[config.mk]
export PLATFORM = sky130hd
export DESIGN_NAME = usb_control_endpoint_request_handler_unit
export DESIGN_NICKNAME = d
export VERILOG_FILES = /design/src/usb_ctl_pkg.sv /design/src/usb_control_endpoint_request_handler_unit.sv
export SDC_FILE = /design/constraint.sdc
export NUM_CORES = 1
export LEC_CHECK = 0
export ABC_AREA = 0
export BUFFER_PORTS_ARGS = -buffer_cell sky130_fd_sc_hd__clkbuf_2
export CAP_MARGIN = 15
export CORE_UTILIZATION = 50
export CTS_CLUSTER_SIZE = 25
export DETAILED_ROUTE_END_ITERATION = 12
export GPL_TIMING_DRIVEN = 0
export PLACE_DENSITY = 0.83
export SYNTH_ARGS = -nofsm -noshare
export SYNTH_HDL_FRONTEND = slang
export SYNTH_SLANG_ARGS = --single-unit
[constraint.sdc]
create_clock -name clk -period 6.8 [get_ports clk]
set_clock_uncertainty 0.2 [all_clocks]
set_input_delay 0.34 -clock clk [delete_from_list [all_inputs] [get_ports clk]]
set_output_delay 0.34 -clock clk [all_outputs]
set_load 0.005 [all_outputs]
[src/usb_ctl_pkg.sv]
// ----------------------------------------------------------------------------
// USB control endpoint package
// Shared codes, constants and widths for the control endpoint request handler.
// ----------------------------------------------------------------------------
package usb_ctl_pkg;

	localparam int unsigned CHUNK_BYTES = 80;
	localparam int unsigned STRING_COUNT = 2;

	localparam logic [6:0] ADDR_MASK = 7'h7f;
	localparam logic [15:0] DEVICE_DESC_BYTES = 16'd18;
	localparam logic [15:0] LANGUAGE_DESC_BYTES = 16'd4;
	localparam logic [15:0] CHUNK_LEN = 16'(CHUNK_BYTES);

	typedef enum logic [1:0] {
		MODE_SETUP = 2'd0,
		MODE_IN_DONE = 2'd1,
		MODE_BUS_RESET = 2'd2,
		MODE_UNUSED = 2'd3
	} mode_t;

	typedef enum logic [1:0] {
		ACT_NONE = 2'd0,
		ACT_STALL = 2'd1,
		ACT_SEND = 2'd2,
		ACT_ENABLE = 2'd3
	} action_t;

	typedef enum logic [2:0] {
		SRC_SCRATCH = 3'd0,
		SRC_DEVICE = 3'd1,
		SRC_CONFIG = 3'd2,
		SRC_LANGUAGE = 3'd3,
		SRC_MANUFACTURER = 3'd4,
		SRC_PRODUCT = 3'd5
	} source_t;

	typedef enum logic [1:0] {
		EV_NONE = 2'd0,
		EV_ENABLED = 2'd1,
		EV_DISABLED = 2'd2
	} cfg_event_t;

	localparam logic [1:0] KIND_STANDARD = 2'd0;

	localparam logic [7:0] REQ_GET_STATUS = 8'd0;
	localparam logic [7:0] REQ_CLEAR_FEATURE = 8'd1;
	localparam logic [7:0] REQ_SET_FEATURE = 8'd3;
	localparam logic [7:0] REQ_SET_ADDRESS = 8'd5;
	localparam logic [7:0] REQ_GET_DESCRIPTOR = 8'd6;
	localparam logic [7:0] REQ_GET_CONFIGURATION = 8'd8;
	localparam logic [7:0] REQ_SET_CONFIGURATION = 8'd9;
	localparam logic [7:0] REQ_GET_INTERFACE = 8'd10;

	localparam logic [7:0] DESC_DEVICE = 8'd1;
	localparam logic [7:0] DESC_CONFIG = 8'd2;
	localparam logic [7:0] DESC_STRING = 8'd3;

	localparam logic [1:0] REG_CONFIG_TOTAL_LENGTH = 2'd0;
	localparam logic [1:0] REG_CONFIG_NUMBER = 2'd1;
	localparam logic [1:0] REG_MANUFACTURER_BYTES = 2'd2;
	localparam logic [1:0] REG_PRODUCT_BYTES = 2'd3;

endpackage

[src/usb_control_endpoint_request_handler_unit.sv]
// ----------------------------------------------------------------------------
// USB control endpoint request handler
// Decodes setup, IN-complete and bus reset events of endpoint zero and
// returns one action per event, sending descriptors in fixed-size chunks.
// ----------------------------------------------------------------------------
// An accepted event passes through one input register and one result
// register, with the decode between them. Throughput is one event per
// cycle while the output is not stalled; the endpoint state is updated in the
// same cycle that the result register loads, so events may follow directly.
// Reset clears the endpoint state, the pipeline valids and sets the
// configuration registers to their defaults.
module usb_control_endpoint_request_handler_unit
	import usb_ctl_pkg::*;
(
	input  logic        clk,
	input  logic        arst_n,

	input  logic        cfg_we,
	input  logic [1:0]  cfg_index,
	input  logic [15:0] cfg_data,

	input  logic        item_valid,
	output logic        item_stall,
	input  logic [1:0]  mode,
	input  logic [1:0]  request_kind,
	input  logic [7:0]  request_code,
	input  logic [15:0] request_value,
	input  logic [15:0] length_requested,

	output logic        result_valid,
	input  logic        result_stall,
	output logic [1:0]  action,
	output logic [2:0]  source,
	output logic [15:0] byte_offset,
	output logic [6:0]  packet_bytes,
	output logic        auto_zero_packet,
	output logic [7:0]  scratch_byte,
	output logic [1:0]  configuration_event,
	output logic [6:0]  address_out
);

	logic [15:0] config_total_length_q;
	logic [7:0]  config_number_q;
	logic [7:0]  manufacturer_bytes_q;
	logic [7:0]  product_bytes_q;

	logic [7:0]  current_configuration_q;
	logic [6:0]  device_address_q;
	logic        address_enabled_q;
	source_t     pending_source_q;
	logic [15:0] pending_offset_q;
	logic [15:0] bytes_remaining_q;

	logic        valid_s1;
	logic [1:0]  mode_s1;
	logic [1:0]  kind_s1;
	logic [7:0]  code_s1;
	logic [15:0] value_s1;
	logic [15:0] wlen_s1;

	logic        out_free;
	logic        advance;

	action_t     act_d;
	source_t     src_d;
	logic [15:0] off_d;
	logic [6:0]  len_d;
	logic        zlp_d;
	logic [7:0]  scratch_d;
	cfg_event_t  ev_d;

	logic [7:0]  cur_cfg_n;
	logic [6:0]  addr_n;
	logic        addr_en_n;
	source_t     psrc_n;
	logic [15:0] poff_n;
	logic [15:0] prem_n;

	logic [15:0] desc_len;
	source_t     desc_src;
	logic [7:0]  desc_type;
	logic [7:0]  desc_index;
	logic [15:0] xfer_len;

	logic [15:0] chunk_rem;
	source_t     chunk_src;
	logic [15:0] chunk_off;
	logic [15:0] chunk_size;
	logic [15:0] chunk_left;

	assign out_free = !result_valid || !result_stall;
	assign advance = valid_s1 && out_free;
	assign item_stall = valid_s1 && !out_free;

	assign desc_type = value_s1[15:8];
	assign desc_index = value_s1[7:0];

	always_comb begin
		desc_len = '0;
		desc_src = SRC_SCRATCH;
		if (desc_type == DESC_DEVICE) begin
			desc_len = DEVICE_DESC_BYTES;
			desc_src = SRC_DEVICE;
		end else if (desc_type == DESC_CONFIG) begin
			desc_len = config_total_length_q;
			desc_src = SRC_CONFIG;
		end else if (desc_type == DESC_STRING) begin
			if (desc_index == 8'd0) begin
				desc_len = LANGUAGE_DESC_BYTES;
				desc_src = SRC_LANGUAGE;
			end else if (desc_index > 8'(STRING_COUNT) || desc_index > 8'd2) begin
				desc_len = '0;
			end else if (desc_index == 8'd1) begin
				desc_len = {8'd0, manufacturer_bytes_q};
				desc_src = SRC_MANUFACTURER;
			end else begin
				desc_len = {8'd0, product_bytes_q};
				desc_src = SRC_PRODUCT;
			end
		end
		xfer_len = (desc_len > wlen_s1) ? wlen_s1 : desc_len;
	end

	// The chunk path serves both a new descriptor and a continued transfer.
	always_comb begin
		if (mode_s1 == MODE_SETUP) begin
			chunk_rem = xfer_len;
			chunk_src = desc_src;
			chunk_off = '0;
		end else begin
			chunk_rem = bytes_remaining_q;
			chunk_src = pending_source_q;
			chunk_off = pending_offset_q;
		end
		chunk_size = (chunk_rem > CHUNK_LEN) ? CHUNK_LEN : chunk_rem;
		chunk_left = chunk_rem - chunk_size;
	end

	always_comb begin
		act_d = ACT_NONE;
		src_d = SRC_SCRATCH;
		off_d = '0;
		len_d = '0;
		zlp_d = 1'b0;
		scratch_d = '0;
		ev_d = EV_NONE;
		cur_cfg_n = current_configuration_q;
		addr_n = device_address_q;
		addr_en_n = address_enabled_q;
		psrc_n = pending_source_q;
		poff_n = pending_offset_q;
		prem_n = bytes_remaining_q;

		unique case (mode_t'(mode_s1))
			MODE_SETUP: begin
				psrc_n = SRC_SCRATCH;
				poff_n = '0;
				prem_n = '0;
				if (kind_s1 == KIND_STANDARD) begin
					act_d = ACT_SEND;
					zlp_d = 1'b1;
					unique case (code_s1)
						REQ_GET_STATUS: len_d = 7'd2;
						REQ_CLEAR_FEATURE, REQ_SET_FEATURE: len_d = '0;
						REQ_SET_ADDRESS: begin
							addr_n = value_s1[6:0] & ADDR_MASK;
							addr_en_n = 1'b0;
						end
						REQ_GET_DESCRIPTOR: begin
							if (desc_len == 16'd0) begin
								act_d = ACT_STALL;
								zlp_d = 1'b0;
							end else if (xfer_len == 16'd0) begin
								src_d = desc_src;
							end else begin
								src_d = chunk_src;
								off_d = chunk_off;
								len_d = chunk_size[6:0];
								zlp_d = (chunk_left == 16'd0);
								if (chunk_left != 16'd0) begin
									psrc_n = chunk_src;
									poff_n = chunk_off + chunk_size;
									prem_n = chunk_left;
								end
							end
						end
						REQ_GET_CONFIGURATION: begin
							len_d = 7'd1;
							scratch_d = current_configuration_q;
						end
						REQ_SET_CONFIGURATION: begin
							if (value_s1 == 16'd0 && current_configuration_q != 8'd0) begin
								cur_cfg_n = '0;
								ev_d = EV_DISABLED;
							end else if (value_s1 == {8'd0, config_number_q} &&
								current_configuration_q != config_number_q) begin
								cur_cfg_n = config_number_q;
								ev_d = EV_ENABLED;
							end else begin
								act_d = ACT_STALL;
								zlp_d = 1'b0;
							end
						end
						REQ_GET_INTERFACE: begin
							if (current_configuration_q == 8'd0) begin
								act_d = ACT_STALL;
								zlp_d = 1'b0;
							end else begin
								len_d = 7'd1;
							end
						end
						default: begin
							act_d = ACT_STALL;
							zlp_d = 1'b0;
						end
					endcase
				end
			end
			MODE_IN_DONE: begin
				if (device_address_q != 7'd0 && !address_enabled_q) begin
					addr_en_n = 1'b1;
					act_d = ACT_ENABLE;
				end else if (bytes_remaining_q != 16'd0) begin
					act_d = ACT_SEND;
					src_d = chunk_src;
					off_d = chunk_off;
					len_d = chunk_size[6:0];
					zlp_d = (chunk_left == 16'd0);
					prem_n = chunk_left;
					if (chunk_left == 16'd0) begin
						psrc_n = SRC_SCRATCH;
						poff_n = '0;
					end else begin
						poff_n = chunk_off + chunk_size;
					end
				end
			end
			MODE_BUS_RESET: begin
				addr_n = '0;
				addr_en_n = 1'b0;
			end
			MODE_UNUSED: begin
				act_d = ACT_NONE;
			end
			default: begin
				act_d = ACT_NONE;
			end
		endcase
	end

	always_ff @(posedge clk or negedge arst_n) begin
		if (!arst_n) begin
			config_total_length_q <= '0;
			config_number_q <= 8'd1;
			manufacturer_bytes_q <= 8'd2;
			product_bytes_q <= 8'd2;
		end else if (cfg_we) begin
			unique case (cfg_index)
				REG_CONFIG_TOTAL_LENGTH: config_total_length_q <= cfg_data;
				REG_CONFIG_NUMBER: config_number_q <= cfg_data[7:0];
				REG_MANUFACTURER_BYTES: manufacturer_bytes_q <= cfg_data[7:0];
				REG_PRODUCT_BYTES: product_bytes_q <= cfg_data[7:0];
				default: config_number_q <= config_number_q;
			endcase
		end
	end

	always_ff @(posedge clk or negedge arst_n) begin
		if (!arst_n) begin
			valid_s1 <= 1'b0;
		end else if (!item_stall) begin
			valid_s1 <= item_valid;
		end
	end

	always_ff @(posedge clk) begin
		if (item_valid && !item_stall) begin
			mode_s1 <= mode;
			kind_s1 <= request_kind;
			code_s1 <= request_code;
			value_s1 <= request_value;
			wlen_s1 <= length_requested;
		end
	end

	always_ff @(posedge clk or negedge arst_n) begin
		if (!arst_n) begin
			current_configuration_q <= '0;
			device_address_q <= '0;
			address_enabled_q <= 1'b0;
			pending_source_q <= SRC_SCRATCH;
			pending_offset_q <= '0;
			bytes_remaining_q <= '0;
			result_valid <= 1'b0;
		end else begin
			if (out_free) begin
				result_valid <= valid_s1;
			end
			if (advance) begin
				current_configuration_q <= cur_cfg_n;
				device_address_q <= addr_n;
				address_enabled_q <= addr_en_n;
				pending_source_q <= psrc_n;
				pending_offset_q <= poff_n;
				bytes_remaining_q <= prem_n;
			end
		end
	end

	always_ff @(posedge clk) begin
		if (advance) begin
			action <= act_d;
			source <= src_d;
			byte_offset <= off_d;
			packet_bytes <= len_d;
			auto_zero_packet <= zlp_d;
			scratch_byte <= scratch_d;
			configuration_event <= ev_d;
			address_out <= addr_n;
		end
	end

endmodule
==> results.toml <==
[run_status]
status = "finished, violations left"
violations = "negative setup slack"

[sta]
tightest_slew_ps = 1180
setup_viol = 4
setup_ws_ps = -155
rsz0062_at_grt = "true"
slew_headroom = 0.206
fmax_mhz = 144
period_needed_ps = 6960
final-hold-violation-count = 0
finalCritPeriodShare = 1.02
slew_viol_final = 0

[power_and_ir_drop]
vdd_drop_max_mv = 0.214
power_frac_comb = 0.331
power.total_w = 0.00366
p_sw_frac = 0.348
seqPwrFrac = 0.396
p_leak_nw = 5.51
p_int_w = 0.00238
p_per_area_mw_per_mm2 = 286
power_switching_w = 0.00127
clkPwrFrac = 0.273

[global_route]
grt_max_degree = 52
grt_pass1_wl_um = 41200
use_met1 = 0.345
use_met3 = 0.0564
grtUsageTotal = 0.270
grtUsageMet2 = 0.443
grt_pass1_vias = 8072
busiest_layer = "met2"
grt-ovfl-total = 0
antenna_found_initial = 0

[cts]
cts.sinks = 183
clockBufferDepth = 2
h-tree-depth = 4
tritoncts = "done"
clk_pin_slew_ps = 80
cts_buffers = 17
clock_latency_ps = 450
cts_root_buffer = "clkbuf_16"

[logic_synthesis]
async_flop_share = 0.508
synthDistinctLibCells = 75
syn_area_mm2 = 0.00962
synth-main-ff-cell = "edfxtp_1"
synth_area_per_cell_um2 = 11.2
synthCells = 858
ys_seq_elements = 183
synth_edf_count = 90
yosysSeqAreaShare = 0.523
ys_warn_count = 0

[critical_path]
crit_path_end_kind = "register"
crit_type = "reg2reg"
crit_required_ps = 6930
worst-endpoint-arrival_ps = 7080
startpoint_type = "register"
critPathMaxFanout = 5
max_stage_delay_ps = 480
r2r_setup_slack_ps = -160
cpMaxStageDelayCell = "edfxtp_1"

[die]
die_x_um = 141
num_rows = 50
die_area_mm2 = 0.0198
fp.dieH_um = 141
core_area_mm2 = 0.0188
start_util = 0.513
io_pins = 115

[place]
portBuffers = 114
gp_congestion = 0.928
dp_hpwl_um = 16600
place_ws_ps = -1220

[flow_run]
cap_violations = 0

[drt]
drt-total-wl_um = 28100
first_pass_iters = 6
viasPerCell = 6.20
drt_iter0_drc = 845
vias = 8553
wl_per_cell_um = 20.4
drc = 0
ant_nets = 0

[final_layout]
regArea_mm2 = 0.00503
multi_input_area_mm2 = 0.00471
nFillCells = 1294
area_delta_synth_final_pct = 32.9
layout_commonest_cell = "clkbuf_2"
drive_gt1_frac = 0.316
final_nets = 1233
antenna_cells = 0
final_cell_mix = "clkbuf_2 (113), edfxtp_1 (90), dfrtp_1 (90), buf_4 (73), dlygate4sd3_1 (63)"

[hold_path]
hold_path.class = "in2reg"
## power groups by stage
stage | clock [W] | sequential (W) | combinational (W)
floorplan | 0 | 0.00142 | 0.000707
global placement | 0 | 0.00145 | 0.000912
detailed placement | 0 | 0.00145 | 0.000938
CTS | 0.00100 | 0.00144 | 0.00107
global route | 0.00105 | 0.00146 | 0.00130
finish | 0.000998 | 0.00145 | 0.00121
## timing repair
item / in CTS / in global routing
pin swaps: 27 / 60
endpoints found under the setup margin: 28 / 27
hold buffers: 62 / 1
buffers inserted: 40 / 36
resized for setup: 52 / 47
gates cloned: 0 / 1
endpoints found under the hold margin: 114 / 1
## logic make-up (layout without fill, tap and decap cells)
family          Yosys count  after routing  share of synthesized area
simple gates            285            285                      0.161
compound gates          194            194                      0.146
flops                   183            183                      0.523
buf+inv                  72            353                     0.0321
mux                      52             52                     0.0596
xor+xnor                 37             37                     0.0337
fa+ha+maj                33             33                     0.0437
other cells               2              9                   0.000781
## per-stage QoR
step | instances | TNS, ps | util | hold WS, ps | instance area (um^2)
after floorplan | 865 | 0 | - | -156 | 9650
after global placement | 1213 | -14020 | 0.560 | 265 | 10500
after detailed placement | 1215 | -16160 | 0.563 | 228 | 10600
after CTS | 1346 | 0 | 0.656 | 8.66 | 12300
after global routing | 1380 | -3260 | 0.681 | 27.5 | 12800
final | 1380 | -463 | 0.681 | 41.7 | 12800
## routing by layer
metal,share of wire,wire [um]
met5,0,0
met1,0.39,10900
met3,0.091,2540
met2,0.47,13200
met4,0.051,1440
## worst max-delay path, delay by kind of cell (launching register included)
kind	cells	cell delay, ps
muxes	1	270
DFF	1	480
buffers and inverters	5	740
AOI/OAI and AO/OA	14	2880
and+or+nand+nor	10	1520
adders and majority gates	2	600
xor gates and xnor gates	1	120
## worst paths after layout
path,from,endpoint,depth (start not counted)
max,value_s1[5],pending_offset_q[15],33
min,cfg_data[5],product_bytes_q[5],2
max reg2reg,value_s1[5],pending_offset_q[15],33
min reg2reg,manufacturer_bytes_q[0],manufacturer_bytes_q[0],1
max in group asynchronous,arst_n,manufacturer_bytes_q[1],3
min in group asynchronous,arst_n,product_bytes_q[0],2
## sequential cells by signal, indices dropped and copies added, names as in the netlist, 3 cells and up
signal and count:
address_out 7, product_bytes_q 8, byte_offset 16, scratch_byte 8
current_configuration_q 8, value_s1 16, pending_offset_q 16, pending_source_q 3
config_number_q 8, packet_bytes 7, manufacturer_bytes_q 8, code_s1 8
wlen_s1 16, device_address_q 7, source 3, config_total_length_q 16
bytes_remaining_q 16
## area by class of cell
class,instances,area share
Timing Repair Buffer,255,0.143
Clock inverter,15,0.0132
Inverter,37,0.0109
Multi-Input combinational cell,610,0.369
Clock buffer,17,0.0333
Sequential cell,183,0.394
Buffer,29,0.0137
Tap cell,234,0.0229
## synth_stat cells, types with 6 or more instances
master     n  area [um^2]
and3_1     8         50.1
mux2i_1   10          100
ha_1      32          400
edfxtp_1  90         2700
or2_2      6         37.5
nor2b_1    7         43.8
o211ai_1  12         90.1
clkbuf_1  23         86.3
xnor2_1   23          201
buf_2      7         35.0
nor3_1    17         85.1
dfrtp_1   90         2250
nand4_1   19          119
xor2_1    14          123
nor2_1    49          184
a21oi_1   38          190
a22o_1    48          420
nor4_1    14         87.6
o311a_1    7         70.1
a21o_1     6         45.0
nand3_1   21          105
inv_1     37          139
nand2_1   57          214
o21ai_0   32          160
and2_1    47          294
or3_1     13         81.3
mux2_2    42          473
Note: power is estimated with default switching activity, not from simulation.
